<file path="src/hdl/crc_chk_pkg.sv">
package crc_chk_pkg;

  localparam int GEN_WIDTH   = 12;
  localparam int COUNT_WIDTH = 32;

  localparam int BYTE_W    = 8;
  localparam int NIB_W     = 4;
  localparam int CFG_W     = 12;
  localparam int CFG_IDX_W = 2;
  localparam int DWS_W     = 4;
  localparam int PAD_W     = 3;

  // longest codeword: eight data bits plus the largest generator degree
  localparam int CW_W     = BYTE_W + GEN_WIDTH - 1;
  localparam int CW_IDX_W = $clog2(CW_W);
  localparam int BITS_W   = $clog2(CW_W + 1);
  localparam int DEG_W    = (GEN_WIDTH > 2) ? $clog2(GEN_WIDTH) : 1;
  localparam int BCNT_W   = $clog2(BYTE_W);

  localparam logic [BCNT_W-1:0]    BIT_LAST   = BCNT_W'(BYTE_W - 1);
  localparam logic [GEN_WIDTH-1:0] GEN_RESET  = GEN_WIDTH'(11);
  localparam logic [DWS_W-1:0]     DWS_RESET  = DWS_W'(NIB_W);
  localparam logic [DWS_W-1:0]     DWS_WIDE   = DWS_W'(BYTE_W);

  localparam logic [CFG_IDX_W-1:0] REG_GEN_POLY = 2'd0;
  localparam logic [CFG_IDX_W-1:0] REG_DW_SIZE  = 2'd1;
  localparam logic [CFG_IDX_W-1:0] REG_PADDING  = 2'd2;

  typedef enum logic [2:0] {
    ST_IDLE = 3'b001,
    ST_RUN  = 3'b010,
    ST_DONE = 3'b100
  } ctrl_state_t;

  typedef struct packed {
    logic load;    // take the input word
    logic step;    // process one stream bit
    logic finish;  // emit result, close stream on final word
  } dp_cmd_t;

  typedef struct packed {
    logic has_result;
    logic out_free;
  } dp_status_t;

endpackage

</file>
<file path="src/hdl/crc_codeword_checker_unit.sv">
// channel | direction | handshake            | payload
// in      | input     | in_valid / in_stall   | in_data_byte, in_final_byte
// out     | output    | out_valid / out_stall | out_char_valid, out_decoded_char,
//         |           |                       | out_counts_valid, out_codeword_total,
//         |           |                       | out_error_total
// cfg     | input     | cfg_wr_en             | cfg_index, cfg_wdata
//
// Each word: its eight bits are pushed one a cycle through the shift register and
// remainder logic, then a finish step hands the result to the output register.
// A word arriving at an idle block is taken at once; none is taken while bits shift.
// A stalled output holds only the finish cycle; the next word is taken when it frees.
// Synchronous active-low reset, no sweep; the data and result payload are not reset.
module crc_codeword_checker_unit (
  input  logic                                clk,
  input  logic                                rst_n,
  input  logic                                cfg_wr_en,
  input  logic [crc_chk_pkg::CFG_IDX_W-1:0]   cfg_index,
  input  logic [crc_chk_pkg::CFG_W-1:0]       cfg_wdata,
  input  logic                                in_valid,
  output logic                                in_stall,
  input  logic [crc_chk_pkg::BYTE_W-1:0]      in_data_byte,
  input  logic                                in_final_byte,
  output logic                                out_valid,
  input  logic                                out_stall,
  output logic                                out_char_valid,
  output logic [crc_chk_pkg::BYTE_W-1:0]      out_decoded_char,
  output logic                                out_counts_valid,
  output logic [crc_chk_pkg::COUNT_WIDTH-1:0] out_codeword_total,
  output logic [crc_chk_pkg::COUNT_WIDTH-1:0] out_error_total
);
  import crc_chk_pkg::*;

  dp_cmd_t    cmd;
  dp_status_t status;

  crc_chk_ctrl u_ctrl (
    .clk      (clk),
    .rst_n    (rst_n),
    .in_valid (in_valid),
    .in_stall (in_stall),
    .status   (status),
    .cmd      (cmd)
  );

  crc_chk_dpath u_dpath (
    .clk                (clk),
    .rst_n              (rst_n),
    .cfg_wr_en          (cfg_wr_en),
    .cfg_index          (cfg_index),
    .cfg_wdata          (cfg_wdata),
    .in_data_byte       (in_data_byte),
    .in_final_byte      (in_final_byte),
    .cmd                (cmd),
    .status             (status),
    .out_valid          (out_valid),
    .out_stall          (out_stall),
    .out_char_valid     (out_char_valid),
    .out_decoded_char   (out_decoded_char),
    .out_counts_valid   (out_counts_valid),
    .out_codeword_total (out_codeword_total),
    .out_error_total    (out_error_total)
  );

endmodule

</file>
<file path="src/hdl/crc_chk_ctrl.sv">
module crc_chk_ctrl (
  input  logic                  clk,
  input  logic                  rst_n,
  input  logic                  in_valid,
  output logic                  in_stall,
  input  crc_chk_pkg::dp_status_t status,
  output crc_chk_pkg::dp_cmd_t    cmd
);
  import crc_chk_pkg::*;

  ctrl_state_t       state_r, state_nxt;
  logic [BCNT_W-1:0] bcnt_r, bcnt_nxt;
  logic              can_finish;

  assign can_finish = !status.has_result || status.out_free;

  always_comb begin
    state_nxt  = state_r;
    bcnt_nxt   = bcnt_r;
    in_stall   = 1'b1;
    cmd        = '0;
    case (state_r)
      ST_IDLE: begin
        in_stall = 1'b0;
        if (in_valid) begin
          cmd.load  = 1'b1;
          bcnt_nxt  = '0;
          state_nxt = ST_RUN;
        end
      end
      ST_RUN: begin
        cmd.step = 1'b1;
        bcnt_nxt = bcnt_r + 1'b1;
        if (bcnt_r == BIT_LAST) begin
          state_nxt = ST_DONE;
        end
      end
      ST_DONE: begin
        if (can_finish) begin
          cmd.finish = 1'b1;
          in_stall   = 1'b0;
          if (in_valid) begin
            cmd.load  = 1'b1;
            bcnt_nxt  = '0;
            state_nxt = ST_RUN;
          end else begin
            state_nxt = ST_IDLE;
          end
        end
      end
      default: begin
        state_nxt = ST_IDLE;
      end
    endcase
  end

  always_ff @(posedge clk) begin
    if (!rst_n) begin
      state_r <= ST_IDLE;
      bcnt_r  <= '0;
    end else begin
      state_r <= state_nxt;
      bcnt_r  <= bcnt_nxt;
    end
  end

endmodule

</file>
<file path="src/hdl/crc_chk_dpath.sv">
module crc_chk_dpath (
  input  logic                                clk,
  input  logic                                rst_n,
  input  logic                                cfg_wr_en,
  input  logic [crc_chk_pkg::CFG_IDX_W-1:0]   cfg_index,
  input  logic [crc_chk_pkg::CFG_W-1:0]       cfg_wdata,
  input  logic [crc_chk_pkg::BYTE_W-1:0]      in_data_byte,
  input  logic                                in_final_byte,
  input  crc_chk_pkg::dp_cmd_t                cmd,
  output crc_chk_pkg::dp_status_t             status,
  output logic                                out_valid,
  input  logic                                out_stall,
  output logic                                out_char_valid,
  output logic [crc_chk_pkg::BYTE_W-1:0]      out_decoded_char,
  output logic                                out_counts_valid,
  output logic [crc_chk_pkg::COUNT_WIDTH-1:0] out_codeword_total,
  output logic [crc_chk_pkg::COUNT_WIDTH-1:0] out_error_total
);
  import crc_chk_pkg::*;

  // configuration
  logic [GEN_WIDTH-1:0] gen_r, gen_nxt;
  logic [DWS_W-1:0]     dws_r, dws_nxt;
  logic [PAD_W-1:0]     pad_r, pad_nxt;

  // stream state
  logic [BYTE_W-1:0]      byte_r, byte_nxt;
  logic                   fin_r, fin_nxt;
  logic [CW_W-1:0]        shift_r, shift_nxt;
  logic [BITS_W-1:0]      bits_r, bits_nxt;
  logic [PAD_W-1:0]       skip_r, skip_nxt;
  logic [NIB_W-1:0]       acc_r, acc_nxt;
  logic                   pend_r, pend_nxt;
  logic                   cout_r, cout_nxt;
  logic [BYTE_W-1:0]      cval_r, cval_nxt;
  logic [COUNT_WIDTH-1:0] cw_cnt_r, cw_cnt_nxt;
  logic [COUNT_WIDTH-1:0] err_cnt_r, err_cnt_nxt;

  // result register
  logic                   ov_r, ov_nxt;
  logic                   ochar_v_r, ochar_v_nxt;
  logic [BYTE_W-1:0]      ochar_r, ochar_nxt;
  logic                   ocnt_v_r, ocnt_v_nxt;
  logic [COUNT_WIDTH-1:0] otot_r, otot_nxt;
  logic [COUNT_WIDTH-1:0] oerr_r, oerr_nxt;

  // per-bit codeword logic
  logic [DEG_W-1:0]  deg;
  logic              dw8;
  logic [DWS_W-1:0]  dw_len;
  logic [BITS_W-1:0] cw_len;
  logic [CW_W-1:0]   new_shift;
  logic [BITS_W-1:0] new_bits;
  logic              complete;
  logic [CW_W-1:0]   cw_mask;
  logic [CW_W-1:0]   cw;
  logic [CW_W-1:0]   rem;
  logic [CW_W-1:0]   cw_shr;
  logic [BYTE_W-1:0] dword;

  // degree = index of the top set bit, zero for an all-zero generator
  always_comb begin
    deg = '0;
    for (int i = 1; i < GEN_WIDTH; i++) begin
      if (gen_r[i]) begin
        deg = DEG_W'(i);
      end
    end
  end

  assign dw8       = (dws_r == DWS_WIDE);
  assign dw_len    = dw8 ? DWS_W'(BYTE_W) : DWS_W'(NIB_W);
  assign cw_len    = BITS_W'(dw_len) + BITS_W'(deg);
  assign new_shift = {shift_r[CW_W-2:0], byte_r[BYTE_W-1]};
  assign new_bits  = bits_r + 1'b1;
  assign complete  = (new_bits >= cw_len);

  always_comb begin
    for (int i = 0; i < CW_W; i++) begin
      cw_mask[i] = (BITS_W'(i) < cw_len);
    end
  end

  assign cw = new_shift & cw_mask;

  // long division, one data bit per step; at most eight steps
  always_comb begin
    logic [BITS_W-1:0] pos;
    logic [DWS_W-1:0]  sh;
    rem = cw;
    pos = '0;
    sh  = '0;
    for (int k = 0; k < BYTE_W; k++) begin
      if (DWS_W'(k) < dw_len) begin
        pos = cw_len - BITS_W'(k) - 1'b1;
        sh  = dw_len - DWS_W'(k) - 1'b1;
        if (rem[pos[CW_IDX_W-1:0]]) begin
          rem = rem ^ (CW_W'(gen_r) << sh);
        end
      end
    end
  end

  assign cw_shr = cw >> deg;
  assign dword  = dw8 ? cw_shr[BYTE_W-1:0] : {{NIB_W{1'b0}}, cw_shr[NIB_W-1:0]};

  assign status.has_result = cout_r || fin_r;
  assign status.out_free   = !ov_r || !out_stall;

  always_comb begin
    gen_nxt     = gen_r;
    dws_nxt     = dws_r;
    pad_nxt     = pad_r;
    byte_nxt    = byte_r;
    fin_nxt     = fin_r;
    shift_nxt   = shift_r;
    bits_nxt    = bits_r;
    skip_nxt    = skip_r;
    acc_nxt     = acc_r;
    pend_nxt    = pend_r;
    cout_nxt    = cout_r;
    cval_nxt    = cval_r;
    cw_cnt_nxt  = cw_cnt_r;
    err_cnt_nxt = err_cnt_r;
    ov_nxt      = ov_r && out_stall;
    ochar_v_nxt = ochar_v_r;
    ochar_nxt   = ochar_r;
    ocnt_v_nxt  = ocnt_v_r;
    otot_nxt    = otot_r;
    oerr_nxt    = oerr_r;

    if (cfg_wr_en) begin
      case (cfg_index)
        REG_GEN_POLY: gen_nxt = GEN_WIDTH'(cfg_wdata);
        REG_DW_SIZE:  dws_nxt = cfg_wdata[DWS_W-1:0];
        REG_PADDING: begin
          pad_nxt  = cfg_wdata[PAD_W-1:0];
          skip_nxt = cfg_wdata[PAD_W-1:0];
        end
        default: ;
      endcase
    end

    if (cmd.step) begin
      byte_nxt = {byte_r[BYTE_W-2:0], 1'b0};
      if (skip_r != '0) begin
        skip_nxt = skip_r - 1'b1;
      end else if (complete) begin
        if (cw_cnt_r != '1) cw_cnt_nxt = cw_cnt_r + 1'b1;
        if (rem != '0 && err_cnt_r != '1) err_cnt_nxt = err_cnt_r + 1'b1;
        if (dw8) begin
          cout_nxt = 1'b1;
          cval_nxt = dword;
          pend_nxt = 1'b0;
          acc_nxt  = '0;
        end else if (pend_r) begin
          cout_nxt = 1'b1;
          cval_nxt = {acc_r, dword[NIB_W-1:0]};
          pend_nxt = 1'b0;
          acc_nxt  = '0;
        end else begin
          acc_nxt  = dword[NIB_W-1:0];
          pend_nxt = 1'b1;
        end
        shift_nxt = '0;
        bits_nxt  = '0;
      end else begin
        shift_nxt = new_shift;
        bits_nxt  = new_bits;
      end
    end

    if (cmd.finish) begin
      if (cout_r || fin_r) begin
        ov_nxt      = 1'b1;
        ochar_v_nxt = cout_r;
        ochar_nxt   = cout_r ? cval_r : '0;
        ocnt_v_nxt  = fin_r;
        otot_nxt    = fin_r ? cw_cnt_r : '0;
        oerr_nxt    = fin_r ? err_cnt_r : '0;
      end
      if (fin_r) begin
        shift_nxt   = '0;
        bits_nxt    = '0;
        skip_nxt    = pad_r;
        acc_nxt     = '0;
        pend_nxt    = 1'b0;
        cw_cnt_nxt  = '0;
        err_cnt_nxt = '0;
      end
    end

    if (cmd.load) begin
      byte_nxt = in_data_byte;
      fin_nxt  = in_final_byte;
      cout_nxt = 1'b0;
    end
  end

  always_ff @(posedge clk) begin
    if (!rst_n) begin
      gen_r     <= GEN_RESET;
      dws_r     <= DWS_RESET;
      pad_r     <= '0;
      fin_r     <= 1'b0;
      shift_r   <= '0;
      bits_r    <= '0;
      skip_r    <= '0;
      acc_r     <= '0;
      pend_r    <= 1'b0;
      cout_r    <= 1'b0;
      cw_cnt_r  <= '0;
      err_cnt_r <= '0;
      ov_r      <= 1'b0;
    end else begin
      gen_r     <= gen_nxt;
      dws_r     <= dws_nxt;
      pad_r     <= pad_nxt;
      fin_r     <= fin_nxt;
      shift_r   <= shift_nxt;
      bits_r    <= bits_nxt;
      skip_r    <= skip_nxt;
      acc_r     <= acc_nxt;
      pend_r    <= pend_nxt;
      cout_r    <= cout_nxt;
      cw_cnt_r  <= cw_cnt_nxt;
      err_cnt_r <= err_cnt_nxt;
      ov_r      <= ov_nxt;
    end
  end

  always_ff @(posedge clk) begin
    byte_r    <= byte_nxt;
    cval_r    <= cval_nxt;
    ochar_v_r <= ochar_v_nxt;
    ochar_r   <= ochar_nxt;
    ocnt_v_r  <= ocnt_v_nxt;
    otot_r    <= otot_nxt;
    oerr_r    <= oerr_nxt;
  end

  assign out_valid          = ov_r;
  assign out_char_valid     = ochar_v_r;
  assign out_decoded_char   = ochar_r;
  assign out_counts_valid   = ocnt_v_r;
  assign out_codeword_total = otot_r;
  assign out_error_total    = oerr_r;

endmodule

</file>
<file path="config.mk">
export PLATFORM = sky130hd
export DESIGN_NAME = crc_codeword_checker_unit
export DESIGN_NICKNAME = d
export VERILOG_FILES = /design/src/hdl/crc_chk_pkg.sv /design/src/hdl/crc_codeword_checker_unit.sv /design/src/hdl/crc_chk_ctrl.sv /design/src/hdl/crc_chk_dpath.sv
export SDC_FILE = /design/constraint.sdc
export NUM_CORES = 1
export LEC_CHECK = 0
export BUFFER_PORTS_ARGS = -buffer_cell sky130_fd_sc_hd__buf_2
export CAP_MARGIN = 10
export CORE_MARGIN = 2
export CORE_UTILIZATION = 41
export CTS_CLUSTER_SIZE = 12
export DETAILED_ROUTE_END_ITERATION = 8
export PLACE_DENSITY = 0.56
export RECOVER_POWER = 25
export SLEW_MARGIN = 20
export SYNTH_ARGS = -nofsm -noshare
export SYNTH_HDL_FRONTEND = slang
export SYNTH_SLANG_ARGS = --single-unit
</file>
<file path="constraint.sdc">
create_clock -name clk -period 33 [get_ports clk]
set_input_delay 4.95 -clock clk [delete_from_list [all_inputs] [get_ports clk]]
set_output_delay 4.95 -clock clk [all_outputs]
set_load 0.02 [all_outputs]
</file>
==> results of run 1 <==
## cell type report
cell class	count	area (um2)
tap	532	666
fill	4150	22100
timing repair buffer	143	802
clock inverter	6	58.8
multi-input combinational	1800	11400
clock buffer	38	716
sequential	213	5160
inverter	29	109
## layout by cell type (no fill, tap or decap), types with 27 or more instances in the layout
master / instances
mux2i_1: 47
buf_4: 37
and3_1: 27
xor2_1: 62
xnor2_1: 105
ha_1: 29
a211oi_1: 31
or3_1: 30
edfxtp_1: 90
buf_2: 101
a21oi_1: 102
nor3_1: 62
dfxtp_1: 123
nor2_1: 233
and2_1: 54
o21ai_0: 90
nand3_1: 93
nand2_1: 299
nand4_1: 33
o211ai_1: 41
o21a_1: 30
and2_0: 53
## final timing paths
path | end | slack (ns)
max reg2reg | u_dpath.err_cnt_r[31]$_SDFF_PN0_ | 16.35
min reg2reg | u_dpath.shift_r[10]$_SDFF_PN0_ | 0.47
max | u_dpath.err_cnt_r[31]$_SDFF_PN0_ | 16.35
min | u_dpath.shift_r[10]$_SDFF_PN0_ | 0.47
## power groups by stage
| stage | Sequential [mW] | Combinational (mW) | Clock (mW) |
|---|---|---|---|
| global route | 0.280 | 0.543 | 0.281 |
| finish | 0.280 | 0.509 | 0.261 |
| floorplan | 0.282 | 0.369 | 0 |
| detailed placement | 0.285 | 0.493 | 0 |
| CTS | 0.279 | 0.494 | 0.269 |
| global placement | 0.285 | 0.490 | 0 |
## metal layers
layer	GRT usage (%)	part of all wire, %
met5	0	0
met4	14.2	5.5
met3	4.18	7.6
met2	46.2	45
met1	38.0	42
## worst reg2reg max path, delay by kind of cell, from the launching register on
kind | cells | cell delay [ns]
simple gates | 10 | 3.68
flops | 1 | 0.34
mux | 2 | 0.39
fa+ha+maj | 3 | 1.58
compound gates | 20 | 6.64
buf+inv | 4 | 1.73
xor+xnor | 4 | 2.21
## flip-flops by register name, indices dropped and copies added (netlist names), 4 cells and up
name,cells
u_dpath.acc_r,4
u_dpath.bits_r,5
u_dpath.byte_r,8
u_dpath.cval_r,8
u_dpath.cw_cnt_r,32
u_dpath.dws_r,4
u_dpath.err_cnt_r,32
u_dpath.gen_r,12
u_dpath.out_codeword_total,32
u_dpath.out_decoded_char,8
u_dpath.out_error_total,32
u_dpath.shift_r,18
## per-stage QoR
stage | power, mW | hold WS [ns] | instance area (um2) | util [%]
after CTS | 1.04 | 0.471 | 18900 | 46.1
after global routing | 1.10 | 0.489 | 18900 | 46.1
after global placement | 0.775 | 0.453 | 18100 | 44.2
final | 1.05 | 0.472 | 18900 | 46.1
after floorplan | 0.651 | 0.441 | 17100 | -
after detailed placement | 0.778 | 0.459 | 18100 | 44.2
## logic make-up (layout without fill, tap and decap cells)
kind of cell,after synthesis,count (layout)
buf+inv,159,216
flops,213,213
simple gates,992,992
mux,60,60
xor+xnor,171,171
fa+ha+maj,30,30
compound gates,547,547
==> results.json, run 1 <==
{
  "cp-startpoint": "u_dpath.dws_r[0]$_SDFFE_PN0P_",
  "crit_type": "reg -> reg",
  "seq_power_share_pct": 26.6,
  "switching_power_mw": 0.457,
  "rows": 74,
  "core-area_mm2": 0.0410,
  "postSynthCellCount": 2172,
  "synthTopCellsByArea": "edfxtp_1, dfxtp_1, nand2_1",
  "hold_path_depth": 2,
  "place_inst": 2717,
  "fin_ws_ns": 16.35,
  "grt_pass1_vias": 16200,
  "synth_top_family_by_area": "simple AND/OR/NAND/NOR gates",
  "rsz0062_at_grt": "no",
  "syn2layout_area_growth_pct": 10.2,
  "clk_path_buf_depth": 3,
  "port_buffers": 103,
  "period_share_pct": 50.4,
  "syn_avg_cell_area_um2": 7.89,
  "crit_slowest_cell": "nor4_4",
  "drt_iter0_drc": 1666,
  "synth-simple-area-share_pct": 28.1,
  "cts_resized": 0,
  "cts_tree": "yes",
  "routabilityCongestion": 1.01,
  "synth_compound_area_share_pct": 23.1,
  "fmax_mhz": 60.1,
  "synthXorXnorAreaFrac_pct": 8.95,
  "h-tree-depth": 1,
  "tns_ns": 0,
  "path_buf_inv": 4,
  "postCtsSetupRepairBufs": 0,
  "finClkSkew_ns": 0.0119,
  "fin_cells": 2761,
  "violations": "capacitance limit, slew limit",
  "p_leak_nw": 6.48,
  "min_from": "u_dpath.shift_r[9]$_SDFF_PN0_",
  "powerDensity_mw_per_mm2": 55.6,
  "cp_max_fo": 37,
  "endpoint_kind": "flop",
  "synthArstFlopShare_pct": 0,
  "yosys_warnings": 0,
  "die_h_um": 208,
  "internal-power_mw": 0.593,
  "drive_gt1_share_pct": 11.2,
  "fin_crit_ns": 16.65,
  "synth_seq_area_share_pct": 30.1,
  "drt-wirelength-per-cell_um": 23.2,
  "die_area_mm2": 0.0435,
  "cp.required_ns": 33.42,
  "drcViolationCount": 0,
  "cts_root_buf": "clkbuf_16",
  "fin_nets": 2269,
  "path_delay_family": "compound AO/OA/AOI/OAI gates",
  "antenna_cells": 0,
  "synth_top_area_share_pct": 15.8,
  "hold_violations": 0,
  "yosysMostFrequentCell": "nand2_1",
  "vias": 17200,
  "grt-ovfl-total": 0,
  "syn_area_mm2": 0.0171,
  "grt_use_total_pct": 28.8,
  "drv_slew": 71,
  "viasPerCell": 6.22,
  "die_w_um": 208,
  "pre_cts_ws_ns": 17.51,
  "top_level_ports": 104,
  "tightest_slew_ns": 1.88,
  "min_path_type": "reg -> reg",
  "grt_pass1_wl_um": 98300,
  "start_util_pct": 41.8,
  "yosysTopAreaCell": "edfxtp_1",
  "grt_max_degree": 76,
  "synth_common_cells": "nand2_1, nor2_1, dfxtp_1",
  "dpl.hpwl_um": 47500,
  "synth_flop_cell": "dfxtp_1",
  "status": "finished with violations",
  "swShare_pct": 43.5,
  "finalWirelength_um": 64100,
  "cts_num_sinks": 213,
  "synth_cell_types": 104,
  "antenna_found_initial": 0,
  "worstPathArrival_ns": 17.07,
  "synth_nets": 2230,
  "ant_nets": 0,
  "cts.clk_slew.worst_paths_ns": 0.06,
  "timing.rr.start": "u_dpath.dws_r[0]$_SDFFE_PN0P_",
  "synthMuxAreaShare_pct": 3.66,
  "slew_headroom_pct": -25.7,
  "start_kind": "flop",
  "synth-edff-count": 90,
  "ctsHoldBuffers": 0,
  "ir_drop_mv": 0.0431,
  "comb_power_share_pct": 48.5,
  "dr.pass1.iters": 7,
  "synthAdderAreaFrac_pct": 2.23,
  "ys_ff_latch": 213,
  "rr_worst_depth": 43,
  "clkLatencyLatePin_ns": 0.52,
  "cts_made_buffers": 24,
  "setup_viol": 0,
  "cpPeakStageDelay_ns": 0.88,
  "cp.depth": 43,
  "drv_cap": 1,
  "share_clk_of_total_power_pct": 24.9
}
Power figures use the tool's default switching activity.
==> inputs of run 2 (changes only) <==
ABC_AREA = 1   (was default)
PLACE_DENSITY = 0.57   (was 0.56)
clock period = 17 ns   (was 33 ns; I/O delays follow)
==> run 2 against run 1 <==
The flow still finishes with violations (capacitance limit, slew limit); register-to-register slack lost 13 ns; utilization is 0.30 points lower; area after synthesis decreased by 12%; worst hold slack worse by 0.013 ns; first-iteration DRC count down 41%; clock power is 90% higher; global-route usage fell by 4.9 points; critical endpoint is now u_dpath.err_cnt_r[6]$_SDFF_PN0_; highest routed layer unchanged.
==> results.json, run 2 <==
{
  "ir_drop_mv": 0.0953,
  "drcViolationCount": 0,
  "synth_flop_cell": "dfxtp_1",
  "hold_path_depth": 2,
  "path_delay_family": "simple AND/OR/NAND/NOR gates",
  "rr_endpoint": "u_dpath.err_cnt_r[6]$_SDFF_PN0_",
  "antenna_cells": 0,
  "core-area_mm2": 0.0365,
  "cpPeakStageDelay_ns": 1.08,
  "rows": 70,
  "die_area_mm2": 0.0385,
  "crit_end": "u_dpath.err_cnt_r[6]$_SDFF_PN0_",
  "start_kind": "flop",
  "fin_hold_ws_ns": 0.459,
  "routabilityCongestion": 0.966,
  "final_area_mm2": 0.0167,
  "tns_ns": 0,
  "syn_area_mm2": 0.0152,
  "share_clk_of_total_power_pct": 17.4,
  "synth_seq_area_share_pct": 34.1,
  "syn_avg_cell_area_um2": 6.68,
  "drv_cap": 1,
  "internal-power_mw": 1.42,
  "grt_pass1_vias": 13700,
  "switching_power_mw": 1.42,
  "rr_worst_depth": 90,
  "slew_headroom_pct": -89.0,
  "worstPathArrival_ns": 14.53,
  "nFillCells": 3796,
  "postSynthCellCount": 2272,
  "synth-edff-count": 90,
  "place_inst": 2774,
  "powerDensity_mw_per_mm2": 170,
  "crit_slowest_cell": "fa_1",
  "place_area_mm2": 0.0160,
  "drv_slew": 68,
  "fin_cells": 2818,
  "most-common-layout-cells": "nand2_1, nand3_1, inv_1",
  "rsz0062_at_grt": "no",
  "comb_power_share_pct": 63.4,
  "synth_common_cells": "nand2_1, nand3_1, inv_1",
  "path_buf_inv": 11,
  "violations": "capacitance limit, slew limit",
  "yosysMostFrequentCell": "nand2_1",
  "synthArstFlopShare_pct": 0,
  "mostFrequentLayoutCell": "nand2_1",
  "hold_violations": 0,
  "p_total_mw": 2.85,
  "fin_crit_ns": 14.15,
  "clk_path_buf_depth": 3,
  "period_share_pct": 83.2,
  "viasPerCell": 5.25,
  "ant_nets": 0,
  "cts_tree": "yes",
  "timing.rr.start": "u_dpath.dws_r[0]$_SDFFE_PN0P_",
  "grt_pass1_wl_um": 74200,
  "h-tree-depth": 1,
  "tightest_slew_ns": 2.83,
  "finalWirelength_um": 46300,
  "postCtsSetupRepairBufs": 0,
  "swShare_pct": 50.0,
  "status": "finished with violations",
  "crit_type": "reg -> reg",
  "finClkSkew_ns": 0.0255,
  "yosysTopAreaCell": "edfxtp_1",
  "die_w_um": 196,
  "seqCellArea_mm2": 0.00516,
  "grt_max_degree": 76,
  "grt-ovfl-total": 0,
  "ctsHoldBuffers": 0,
  "drive_gt1_share_pct": 8.68,
  "vias": 14800,
  "die_h_um": 196,
  "clkLatencyLatePin_ns": 0.53,
  "port_buffers": 103,
  "drt_iter0_drc": 979,
  "synth_cell_types": 58,
  "cp-startpoint": "u_dpath.dws_r[0]$_SDFFE_PN0P_",
  "top_level_ports": 104,
  "drt-wirelength-per-cell_um": 16.4,
  "p_leak_nw": 7.99,
  "yosys_warnings": 0,
  "cts_root_buf": "clkbuf_16",
  "start_util_pct": 41.5,
  "antenna_found_initial": 0,
  "fin_nets": 2390,
  "synth_nets": 2330,
  "ff2ff_setup_slack_ns": 2.85,
  "cts_resized": 0,
  "cts.clk_slew.worst_paths_ns": 0.06,
  "seq_power_share_pct": 19.2,
  "cts_num_sinks": 213,
  "fmax_mhz": 70.7,
  "min_path_type": "reg -> reg",
  "cp.depth": 90,
  "dr.pass1.iters": 6,
  "cp.required_ns": 17.38,
  "cp_max_fo": 30,
  "grt_use_total_pct": 23.9,
  "crit_top_cell": "nand2_1",
  "synthTopCellsByArea": "edfxtp_1, dfxtp_1, nand2_1",
  "ys_ff_latch": 213,
  "multi_input_area_mm2": 0.00839,
  "dpl.hpwl_um": 35300,
  "synth_top_area_share_pct": 17.8,
  "endpoint_kind": "flop",
  "setup_viol": 0,
  "syn2layout_area_growth_pct": 10.2,
  "cts_made_buffers": 24
}
run 2: cell types whose count changed in the layout (fill, tap and decap cells not counted), sizes merged, moves of 25 or more:
cell	before	now
mux2i	47	3
nor2	236	195
xor2	63	98
and3	27	1
o211ai	43	12
inv	30	309
or3	30	1
and2	107	5
nand3	94	317
o21a	30	5
nand2	300	642
xnor2	107	19
a211oi	37	2
run 2: through the flow:
stage / worst slack [ns] / utilization, %
finish: 2.85 / 45.8
global route: 1.18 / 45.8
CTS: 2.98 / 45.8
detailed placement: 3.06 / 43.7
global placement: 3.31 / 43.7
floorplan: 7.00 / -
run 2: logic make-up after synthesis:
kind of cell / synth area share [%]
xor gates and xnor gates: 6.76
muxes: 0.198
buffers and inverters: 10.7
and+or+nand+nor: 36.6
adders and majority gates: 2.52
DFF: 34.1
AOI/OAI and AO/OA: 9.18
run 2: layer usage:
layer	up-vias	GRT usage, %	share of wire [%]	wire [um]
met5	-	0	0	0
met4	0	9.37	3.9	1810
met3	86	2.74	5.9	2730
met2	465	38.8	45	20700
met1	6726	32.7	45	21000
li1	7530	-	-	-
run 2: worst min-delay path: stages, from the launching register on:
cell and delay, ns:
dfxtp_1 0.30, nand2_1 0.05, o22ai_1 0.06
run 2: power by group through the flow:
stage	Combinational [mW]	Sequential (mW)	Clock, mW
3_3_place_gp	1.78	0.557	0
3_5_place_dp	1.78	0.557	0
2_1_floorplan	1.45	0.556	0
4_1_cts	1.78	0.546	0.510
5_1_grt	2.03	0.547	0.534
6_report	1.80	0.546	0.497
run 2: area by class of cell:
cell class	count	share of cell area, %
repair buffers	120	3.79
clock buffers	34	3.82
multi-input cells	1657	50.2
inverters	316	7.11
well taps	468	3.50
clock inverters	10	0.689
flip-flops and latches	213	30.9
run 2: how the worst min path moves through the flow:
| stage | from | end | slack [ns] |
|---|---|---|---|
| after floorplan | u_dpath.cout_r$_SDFFE_PP0P_ | u_dpath.out_char_valid$_DFFE_PP_ | 0.41 |
| after global placement | u_ctrl.bcnt_r[2]$_SDFFE_PN0P_ | u_ctrl.bcnt_r[2]$_SDFFE_PN0P_ | 0.45 |
| after detailed placement | u_dpath.pad_r[2]$_SDFFE_PN0P_ | u_dpath.pad_r[2]$_SDFFE_PN0P_ | 0.45 |
| after CTS | u_dpath.pad_r[0]$_SDFFE_PN0P_ | u_dpath.skip_r[0]$_SDFF_PN0_ | 0.46 |
| after global routing | u_dpath.pad_r[0]$_SDFFE_PN0P_ | u_dpath.skip_r[0]$_SDFF_PN0_ | 0.47 |
| final | u_dpath.pad_r[0]$_SDFFE_PN0P_ | u_dpath.skip_r[0]$_SDFF_PN0_ | 0.46 |
